<file path="config.mk">
export PLATFORM = sky130hd
export DESIGN_NAME = dual_psg_port_decoder_with_joystick
export DESIGN_NICKNAME = d
export VERILOG_FILES = /design/src/rtl/core/dpsg_pkg.sv /design/src/rtl/core/dual_psg_port_decoder_with_joystick.sv
export SDC_FILE = /design/constraint.sdc
export NUM_CORES = 1
export LEC_CHECK = 0
export BUFFER_PORTS_ARGS = -buffer_cell sky130_fd_sc_hd__buf_2
export CORE_ASPECT_RATIO = 0.9
export CORE_MARGIN = 5
export CORE_UTILIZATION = 43
export DETAILED_ROUTE_END_ITERATION = 12
export GPL_TIMING_DRIVEN = 0
export PLACE_DENSITY = 0.66
export SLEW_MARGIN = 40
export SYNTH_ARGS = -nofsm -noshare
export SYNTH_HDL_FRONTEND = slang
export SYNTH_SLANG_ARGS = --single-unit
</file>
<file path="constraint.sdc">
create_clock -name clk -period 2.6 [get_ports clk]
set_input_delay 0.26 -clock clk [delete_from_list [all_inputs] [get_ports clk]]
set_output_delay 0.26 -clock clk [all_outputs]
set_load 0.03 [all_outputs]
</file>
<file path="src/rtl/core/dpsg_pkg.sv">
// Shared codes, constants and result type for the dual PSG port decoder.
// No dependencies; used by the top level and its checker.
`default_nettype none

package dpsg_pkg;

	localparam logic       OP_WRITE = 1'b0;
	localparam logic       OP_READ  = 1'b1;

	localparam logic [1:0] PORT_ADDR_ONE = 2'd0;
	localparam logic [1:0] PORT_ADDR_TWO = 2'd1;
	localparam logic [1:0] PORT_DATA_ONE = 2'd2;
	localparam logic [1:0] PORT_DATA_TWO = 2'd3;

	localparam logic [1:0] CFG_PAD_MERGE    = 2'd0;
	localparam logic [1:0] CFG_RAPID_ENABLE = 2'd1;
	localparam logic [1:0] CFG_SWAP_BUTTONS = 2'd2;

	localparam logic [1:0] KEY_PAD_ONE = 2'd1;
	localparam logic [1:0] KEY_PAD_TWO = 2'd2;

	localparam logic [1:0] CHIP_ONE   = 2'd0;
	localparam logic [1:0] CHIP_TWO   = 2'd1;
	localparam logic [1:0] CHIP_THREE = 2'd2;

	localparam logic [7:0] REG_JOY    = 8'h0e;
	localparam logic [7:0] REG_PORT_B = 8'h0f;
	localparam logic [7:0] REG_LIMIT  = 8'h10;

	localparam logic [7:0] BTN_MASK     = 8'h30;
	localparam logic [7:0] BTN_KEEP     = ~8'h30;
	localparam logic [7:0] SEL_MASK     = 8'hc2;
	localparam logic [7:0] SEL_LATCH    = 8'h42;
	localparam logic [7:0] SEL_WRITE    = 8'h40;
	localparam logic [7:0] TOGGLE_BYTE  = 8'hf0;
	localparam logic [7:0] BTN_LOW      = 8'h10;
	localparam logic [7:0] RHYTHM_MASK  = 8'h0f;
	localparam logic [7:0] IDLE_BYTE    = 8'hff;

	localparam int SHADOW_DEPTH = 32;
	localparam int SHADOW_AW    = $clog2(SHADOW_DEPTH);

	typedef struct packed {
		logic [7:0] rdata;
		logic       psg_write;
		logic [1:0] psg_chip;
		logic [3:0] psg_addr;
		logic [7:0] psg_data;
		logic [3:0] rhythm_trigger;
	} result_t;

endpackage

`default_nettype wire

</file>
<file path="src/rtl/core/dual_psg_port_decoder_with_joystick.sv">
// Top level: bus front end of a three-PSG board with joystick read path.
// Depends on dpsg_pkg.
//
// channel | dir | handshake            | payload
// in      | in  | in_valid / in_ready  | op, port, wdata, pad_status, key_pad_status
// out     | out | out_valid/ out_ready | rdata, psg_write, psg_chip, psg_addr, psg_data,
//         |     |                      | rhythm_trigger
// cfg     | in  | cfg_valid/ cfg_ready | cfg_index, cfg_data
//
// One request per cycle unless the result stalls; input register, then result
// register. Latches, shadow registers and rapid phase update as a request leaves
// the input register. Reset clears all state but the result payload, shadow too;
// no clearing pass. A stall holds the result register; an empty input register
// takes one more request, then in_ready drops. cfg_ready is always high.
`default_nettype none

module dual_psg_port_decoder_with_joystick (
	input  wire logic       clk,
	input  wire logic       arst_n,
	input  wire logic       in_valid,
	output logic            in_ready,
	input  wire logic       op,
	input  wire logic [1:0] port,
	input  wire logic [7:0] wdata,
	input  wire logic [7:0] pad_status,
	input  wire logic [7:0] key_pad_status,
	output logic            out_valid,
	input  wire logic       out_ready,
	output logic [7:0]      rdata,
	output logic            psg_write,
	output logic [1:0]      psg_chip,
	output logic [3:0]      psg_addr,
	output logic [7:0]      psg_data,
	output logic [3:0]      rhythm_trigger,
	input  wire logic       cfg_valid,
	output logic            cfg_ready,
	input  wire logic [1:0] cfg_index,
	input  wire logic [7:0] cfg_data
);

	logic [1:0] pad_merge_q;
	logic       rapid_enable_q;
	logic       swap_buttons_q;

	logic [7:0] addr_one_q, addr_two_q, addr_three_q;
	logic [7:0] shadow_q [dpsg_pkg::SHADOW_DEPTH];
	logic       rapid_phase_q;

	logic       v_s1;
	logic       op_s1;
	logic [1:0] port_s1;
	logic [7:0] wdata_s1, pad_s1, key_s1;

	logic              out_v_q;
	dpsg_pkg::result_t res_q;

	logic adv;

	assign cfg_ready = 1'b1;
	assign adv       = v_s1 && (!out_v_q || out_ready);
	assign in_ready  = !v_s1 || adv;

	always_ff @(posedge clk or negedge arst_n) begin
		if (!arst_n) begin
			pad_merge_q    <= '0;
			rapid_enable_q <= 1'b0;
			swap_buttons_q <= 1'b0;
		end else if (cfg_valid) begin
			case (cfg_index)
				dpsg_pkg::CFG_PAD_MERGE:    pad_merge_q    <= cfg_data[1:0];
				dpsg_pkg::CFG_RAPID_ENABLE: rapid_enable_q <= cfg_data[0];
				dpsg_pkg::CFG_SWAP_BUTTONS: swap_buttons_q <= cfg_data[0];
				default: ;
			endcase
		end
	end

	// input register
	always_ff @(posedge clk or negedge arst_n) begin
		if (!arst_n) begin
			v_s1 <= 1'b0;
		end else if (in_ready) begin
			v_s1 <= in_valid;
		end
	end

	always_ff @(posedge clk or negedge arst_n) begin
		if (!arst_n) begin
			op_s1    <= dpsg_pkg::OP_WRITE;
			port_s1  <= dpsg_pkg::PORT_ADDR_ONE;
			wdata_s1 <= '0;
			pad_s1   <= '0;
			key_s1   <= '0;
		end else if (in_valid && in_ready) begin
			op_s1    <= op;
			port_s1  <= port;
			wdata_s1 <= wdata;
			pad_s1   <= pad_status;
			key_s1   <= key_pad_status;
		end
	end

	// decode of the request in the input register
	logic                          two;
	logic [7:0]                    raddr;
	logic [7:0]                    rd_shadow;
	logic [7:0]                    tog, joy_v, joy_m, joy_out;
	logic                          joy_rd;
	logic [7:0]                    old_b, src_b, sel;
	logic                          fall;
	dpsg_pkg::result_t             res_d;
	logic                          sh_we;
	logic [dpsg_pkg::SHADOW_AW-1:0] sh_idx;
	logic                          a1_we, a2_we, a3_we;

	assign two       = (port_s1 == dpsg_pkg::PORT_DATA_TWO);
	assign raddr     = two ? addr_two_q : addr_one_q;
	assign rd_shadow = shadow_q[{two, raddr[3:0]}];
	assign tog       = !rapid_phase_q ? dpsg_pkg::TOGGLE_BYTE : 8'h00;
	assign old_b     = shadow_q[dpsg_pkg::SHADOW_DEPTH-1];
	assign src_b     = shadow_q[dpsg_pkg::SHADOW_DEPTH/2-1];
	assign sel       = old_b & dpsg_pkg::SEL_MASK;
	assign fall      = old_b[0] && !wdata_s1[0];

	always_comb begin
		joy_v = dpsg_pkg::IDLE_BYTE;
		if (!two) begin
			joy_v = pad_s1 | (tog & dpsg_pkg::BTN_MASK);
			if (pad_merge_q == dpsg_pkg::KEY_PAD_ONE) joy_v = joy_v & key_s1;
		end else if (pad_merge_q == dpsg_pkg::KEY_PAD_TWO) begin
			joy_v = key_s1;
		end
		if (rapid_enable_q) joy_v = joy_v | tog;
		joy_m = joy_v & ((joy_v >> 2) | ~dpsg_pkg::BTN_MASK);
		if (swap_buttons_q) begin
			joy_out = (joy_m & dpsg_pkg::BTN_KEEP) | ((joy_m & (dpsg_pkg::BTN_LOW << 1)) >> 1)
				| ((joy_m & dpsg_pkg::BTN_LOW) << 1);
		end else begin
			joy_out = joy_m;
		end
	end

	always_comb begin
		res_d  = '{rdata: dpsg_pkg::IDLE_BYTE, psg_write: 1'b0, psg_chip: dpsg_pkg::CHIP_ONE,
			psg_addr: 4'd0, psg_data: 8'd0, rhythm_trigger: 4'd0};
		sh_we  = 1'b0;
		sh_idx = '0;
		a1_we  = 1'b0;
		a2_we  = 1'b0;
		a3_we  = 1'b0;
		joy_rd = 1'b0;
		if (op_s1 == dpsg_pkg::OP_READ) begin
			if (port_s1 == dpsg_pkg::PORT_DATA_ONE || port_s1 == dpsg_pkg::PORT_DATA_TWO) begin
				if (raddr < dpsg_pkg::REG_JOY || raddr == dpsg_pkg::REG_PORT_B) begin
					res_d.rdata = rd_shadow;
				end else if (raddr == dpsg_pkg::REG_JOY) begin
					res_d.rdata = joy_out;
					joy_rd      = 1'b1;
				end
			end
		end else begin
			unique case (port_s1)
				dpsg_pkg::PORT_ADDR_ONE: a1_we = 1'b1;
				dpsg_pkg::PORT_ADDR_TWO: a2_we = 1'b1;
				dpsg_pkg::PORT_DATA_ONE: begin
					if (addr_one_q < dpsg_pkg::REG_LIMIT) begin
						sh_we           = 1'b1;
						sh_idx          = {1'b0, addr_one_q[3:0]};
						res_d.psg_write = 1'b1;
						res_d.psg_chip  = dpsg_pkg::CHIP_ONE;
						res_d.psg_addr  = addr_one_q[3:0];
						res_d.psg_data  = wdata_s1;
					end
				end
				dpsg_pkg::PORT_DATA_TWO: begin
					if (addr_two_q < dpsg_pkg::REG_JOY) begin
						sh_we           = 1'b1;
						sh_idx          = {1'b1, addr_two_q[3:0]};
						res_d.psg_write = 1'b1;
						res_d.psg_chip  = dpsg_pkg::CHIP_TWO;
						res_d.psg_addr  = addr_two_q[3:0];
						res_d.psg_data  = wdata_s1;
					end else if (addr_two_q == dpsg_pkg::REG_PORT_B) begin
						sh_we  = 1'b1;
						sh_idx = {1'b1, addr_two_q[3:0]};
						if (fall && sel == dpsg_pkg::SEL_LATCH) begin
							a3_we = 1'b1;
						end else if (fall && sel == dpsg_pkg::SEL_WRITE) begin
							if (addr_three_q < dpsg_pkg::REG_JOY) begin
								res_d.psg_write = 1'b1;
								res_d.psg_chip  = dpsg_pkg::CHIP_THREE;
								res_d.psg_addr  = addr_three_q[3:0];
								res_d.psg_data  = src_b;
							end else if (addr_three_q == dpsg_pkg::REG_PORT_B) begin
								res_d.rhythm_trigger = src_b[3:0] & dpsg_pkg::RHYTHM_MASK[3:0];
							end
						end
					end
				end
			endcase
		end
	end

	// state update as the request leaves the input register
	always_ff @(posedge clk or negedge arst_n) begin
		if (!arst_n) begin
			addr_one_q    <= '0;
			addr_two_q    <= '0;
			addr_three_q  <= '0;
			rapid_phase_q <= 1'b0;
			for (int i = 0; i < dpsg_pkg::SHADOW_DEPTH; i++) shadow_q[i] <= '0;
		end else if (adv) begin
			if (a1_we) addr_one_q <= wdata_s1;
			if (a2_we) addr_two_q <= wdata_s1;
			if (a3_we) addr_three_q <= src_b;
			if (joy_rd) rapid_phase_q <= !rapid_phase_q;
			if (sh_we) shadow_q[sh_idx] <= wdata_s1;
		end
	end

	// result register
	always_ff @(posedge clk or negedge arst_n) begin
		if (!arst_n) begin
			out_v_q <= 1'b0;
		end else if (!out_v_q || out_ready) begin
			out_v_q <= v_s1;
		end
	end

	always_ff @(posedge clk) begin
		if (adv) res_q <= res_d;
	end

	assign out_valid      = out_v_q;
	assign rdata          = res_q.rdata;
	assign psg_write      = res_q.psg_write;
	assign psg_chip       = res_q.psg_chip;
	assign psg_addr       = res_q.psg_addr;
	assign psg_data       = res_q.psg_data;
	assign rhythm_trigger = res_q.rhythm_trigger;

endmodule

`default_nettype wire

</file>
==> results.py <==
metrics = {
    "drt": {
        "vias": 12000,
        "wl_per_cell_um": 26.7,
        "drt_iter0_drc": 1195,
        "viasPerCell": 6.13,
        "ant_nets": 0,
        "remaining_drc_errors": 0,
        "drt_wl_total_um": 52200,
        "firstDrtPassIters": 5,
    },
    "global_route": {
        "use_met3": 0.0528,
        "busiest_layer": "met1",
        "grt_use_met2": 0.360,
        "antenna_found_initial": 2,
        "grt-ovfl-total": 0,
        "grt_usage": 0.247,
        "grtUsageMet1": 0.366,
        "grt_pass1_vias": 11900,
        "grt_pass1_wl_um": 77500,
        "grt_max_degree": 70,
    },
    "status": {
        "failed_checks": "setup timing",
        "status": "finished with violations",
    },
    "worst_setup_path": {
        "worst_setup_path_end_kind": "flop",
        "crit_fanout": 10,
        "cp.arrival_ns": 2.94,
        "r2r_setup_slack_ns": -0.06,
        "endpoint": "rdata[3]",
        "max_stage_delay_ns": 0.47,
        "start_kind": "flop",
        "path_class": "reg2reg",
        "slowest_stage": "dfrtp_2",
        "reg2reg_from": "port_s1[1]",
        "worst_r2r_path_depth": 8,
        "r2r_end": "rdata[3]",
        "cp.required_ns": 2.87,
        "crit_chain": "buf_8 > buf_4 > nand4b_1 > o21a_1 > a211oi_1 > a2111oi_4 > a21boi_4 > a211oi_2",
        "setup.worst_path.start": "port_s1[1]",
    },
    "cts": {
        "cts_buffers": 37,
        "clk_latency_ns": 0.54,
        "h-tree-depth": 2,
        "cts_sinks": 340,
        "cts-root-buf": "clkbuf_16",
        "cts_tree": "yes",
        "cts.clk_slew.worst_paths_ns": 0.06,
        "cts_buffer_depth": 3,
    },
    "yosys": {
        "synth_edf_count": 27,
        "synth_cell_types": 73,
        "postSynthCellCount": 1251,
        "yosysWarnings": 0,
        "ys.flop_type": "dfrtp_1",
        "avgSynthCellArea_um2": 12.8,
        "async_reset_ff_frac": 0.921,
        "synth-seq-area-share": 0.538,
        "syn_nets": 1293,
        "syn-cell-area_um2": 16100,
        "synth.ff_latch_count": 340,
    },
    "timing": {
        "tns_ns": -0.256,
        "rsz0062_at_grt": "true",
        "slew_headroom": 0.394,
        "final.min_clock_period_ns": 2.66,
        "finClkSkew_ns": 0.0173,
        "setup_violations": 11,
        "fmax_ghz": 0.376,
        "fin_ws_ns": -0.0608,
        "worst_pin_slew_ns": 0.910,
        "fin_crit_sh": 1.02,
        "maxSlewViolCount": 0,
        "hold_viol": 0,
    },
    "die": {
        "initial_core_util": 0.434,
        "rows": 67,
        "fp.dieH_um": 193,
        "die_w_um": 214,
        "num_io_pins": 72,
        "dieArea_um2": 41300,
        "core_um2": 37100,
    },
    "worst_hold_path": {
        "holdCritPathClass": "in2reg",
        "hold_depth": 2,
    },
    "power_and_ir_drop": {
        "p_seq_frac": 0.357,
        "combPwrFrac": 0.346,
        "p_sw_mw": 6.30,
        "peakVddDrop_v": 0.000517,
        "clkPwrFrac": 0.297,
        "power_density_nw_per_um2": 859,
        "swShare": 0.364,
        "p_int_mw": 11.0,
        "power_mw": 17.3,
        "p_leak_nw": 9.02,
    },
    "final_layout": {
        "areaGrowthSynthToFinish_pct": 25.3,
        "final_cells": 1952,
        "multi_input_area_um2": 7660,
        "num-fill-cells": 3041,
        "diodes": 0,
        "layout-drive-gt1-share": 0.457,
        "seqCellArea_um2": 8650,
        "fin_nets": 1483,
    },
    "run": {
        "maxCapViolations": 0,
    },
    "placement": {
        "dp_cells": 1802,
        "port_buffers": 64,
        "hpwlAfterDp_um": 35600,
        "routabilityCongestion": 0.970,
    },
}
sequential cells by signal, indices dropped and copies added (netlist names), 2 cells and up:
signal and count:
pad_s1 8, addr_three_q 8, rhythm_trigger 4, wdata_s1 8, psg_addr 4, src_b 8
rdata 8, shadow_q 239, psg_chip 2, addr_one_q 8, addr_two_q 8, port_s1 2
pad_merge_q 2, key_s1 8, old_b 8, psg_data 8
final cells by class:
type | count | share of cell area
clock buffers | 55 | 0.0538
repair buffers | 156 | 0.0682
well taps | 483 | 0.0300
clock inverters | 12 | 0.00478
plain buffers | 85 | 0.0313
multi-input cells | 813 | 0.381
flip-flops and latches | 340 | 0.430
inverters | 8 | 0.00168
worst max-delay path: cells and delay by family (launching register included):
| kind | cells | cell delay [ns] |
|---|---|---|
| AO/OA/AOI/OAI | 5 | 1.39 |
| AND/OR/NAND/NOR | 1 | 0.19 |
| flip-flops | 1 | 0.47 |
| buffers and inverters | 2 | 0.35 |
cells in the mapped netlist, types with 5 or more instances:
cell / number / area (um^2)
a21o_1: 6 / 45.0
a31oi_1: 17 / 106
a211oi_1: 15 / 113
o22ai_1: 6 / 37.5
dfrtp_1: 313 / 7830
buf_1: 8 / 30.0
buf_2: 17 / 85.1
a32oi_1: 8 / 70.1
nand4b_1: 8 / 70.1
nor2_1: 27 / 101
nand4_1: 9 / 56.3
and3_1: 7 / 43.8
mux2i_1: 40 / 400
nand3b_1: 5 / 37.5
nand2_1: 90 / 338
a22oi_1: 12 / 90.1
inv_1: 8 / 30.0
buf_4: 7 / 52.6
a21oi_1: 27 / 135
o21ai_0: 33 / 165
clkbuf_1: 56 / 210
mux2_2: 303 / 3410
mux4_2: 19 / 428
nand3_1: 46 / 230
nand2b_1: 10 / 62.6
edfxtp_1: 27 / 811
o211ai_1: 5 / 37.5
a21boi_0: 9 / 67.6
nor2_2: 6 / 37.5
or3_1: 5 / 31.3
nor3_1: 6 / 30.0
and2_1: 6 / 37.5
o31ai_1: 5 / 37.5
power by group through the flow:
stage	Sequential (mW)	Clock (mW)	Combinational, mW
3_3_place_gp	6.13	0	4.38
4_1_cts	6.15	5.20	5.55
2_1_floorplan	6.09	0	2.57
3_5_place_dp	6.15	0	4.43
5_1_grt	6.21	5.42	6.14
6_report	6.18	5.14	5.98
timing repair:
item / 4_1_cts / 5_1_grt
buffers inserted: 44 / 15
hold buffers: 29 / 0
endpoints found under the hold margin: 89 / 0
resized for setup: 184 / 49
pin swaps: 31 / 21
setup endpoints to repair: 266 / 234
gates cloned: 1 / 0
cells by family after synthesis:
kind of cell,count (synthesis),share of synthesized area
and+or+nand+nor,261,0.0902
xor gates and xnor gates,1,0.000545
AOI/OAI and AO/OA,185,0.0793
other,1,0.000233
muxes,365,0.266
DFF,340,0.538
buffers and inverters,98,0.0260
cell usage in the layout, fill, tap and decap left out, types with 12 or more instances in the layout:
| master | count |
|---|---|
| mux4_2 | 19 |
| nand3_1 | 36 |
| a21oi_1 | 23 |
| mux2i_1 | 37 |
| buf_2 | 71 |
| mux2_2 | 302 |
| o21ai_0 | 29 |
| clkbuf_1 | 42 |
| buf_4 | 49 |
| clkbuf_8 | 12 |
| nor2_1 | 24 |
| dlygate4sd3_1 | 29 |
| buf_12 | 22 |
| a211oi_1 | 13 |
| edfxtp_1 | 27 |
| clkbuf_16 | 37 |
| a31oi_1 | 15 |
| nand2_1 | 79 |
| dfrtp_1 | 308 |
worst min-delay path by stage:
stage / from / end / slack (ns)
floorplan: arst_n / addr_one_q[0] / -0.04
global placement: shadow_q[8] / shadow_q[8] / 0.44
detailed placement: arst_n / src_b[2] / 0.25
CTS: cfg_data[0] / rapid_enable_q / 0.007
global route: cfg_data[0] / pad_merge_q[0] / 0.02
finish: cfg_data[0] / rapid_enable_q / 0.009
through the flow:
step	setup WS (ns)	hold slack [ns]	utilization	cell area, um^2
5_1_grt	-0.117	0.0226	0.543	20100
2_1_floorplan	0.115	-0.0356	-	16100
4_1_cts	-0.0574	0.00736	0.534	19800
3_3_place_gp	-4.69	0.438	0.459	17000
6_report	-0.0608	0.00947	0.543	20100
3_5_place_dp	-1.37	0.251	0.463	17100
metal layers:
layer | vias to the layer above | routed length, um
li1 | 5037 | -
met1 | 6224 | 22700
met2 | 572 | 22700
met3 | 125 | 4580
met4 | 0 | 2150
met5 | - | 0
(Power assumes the default switching activity.)
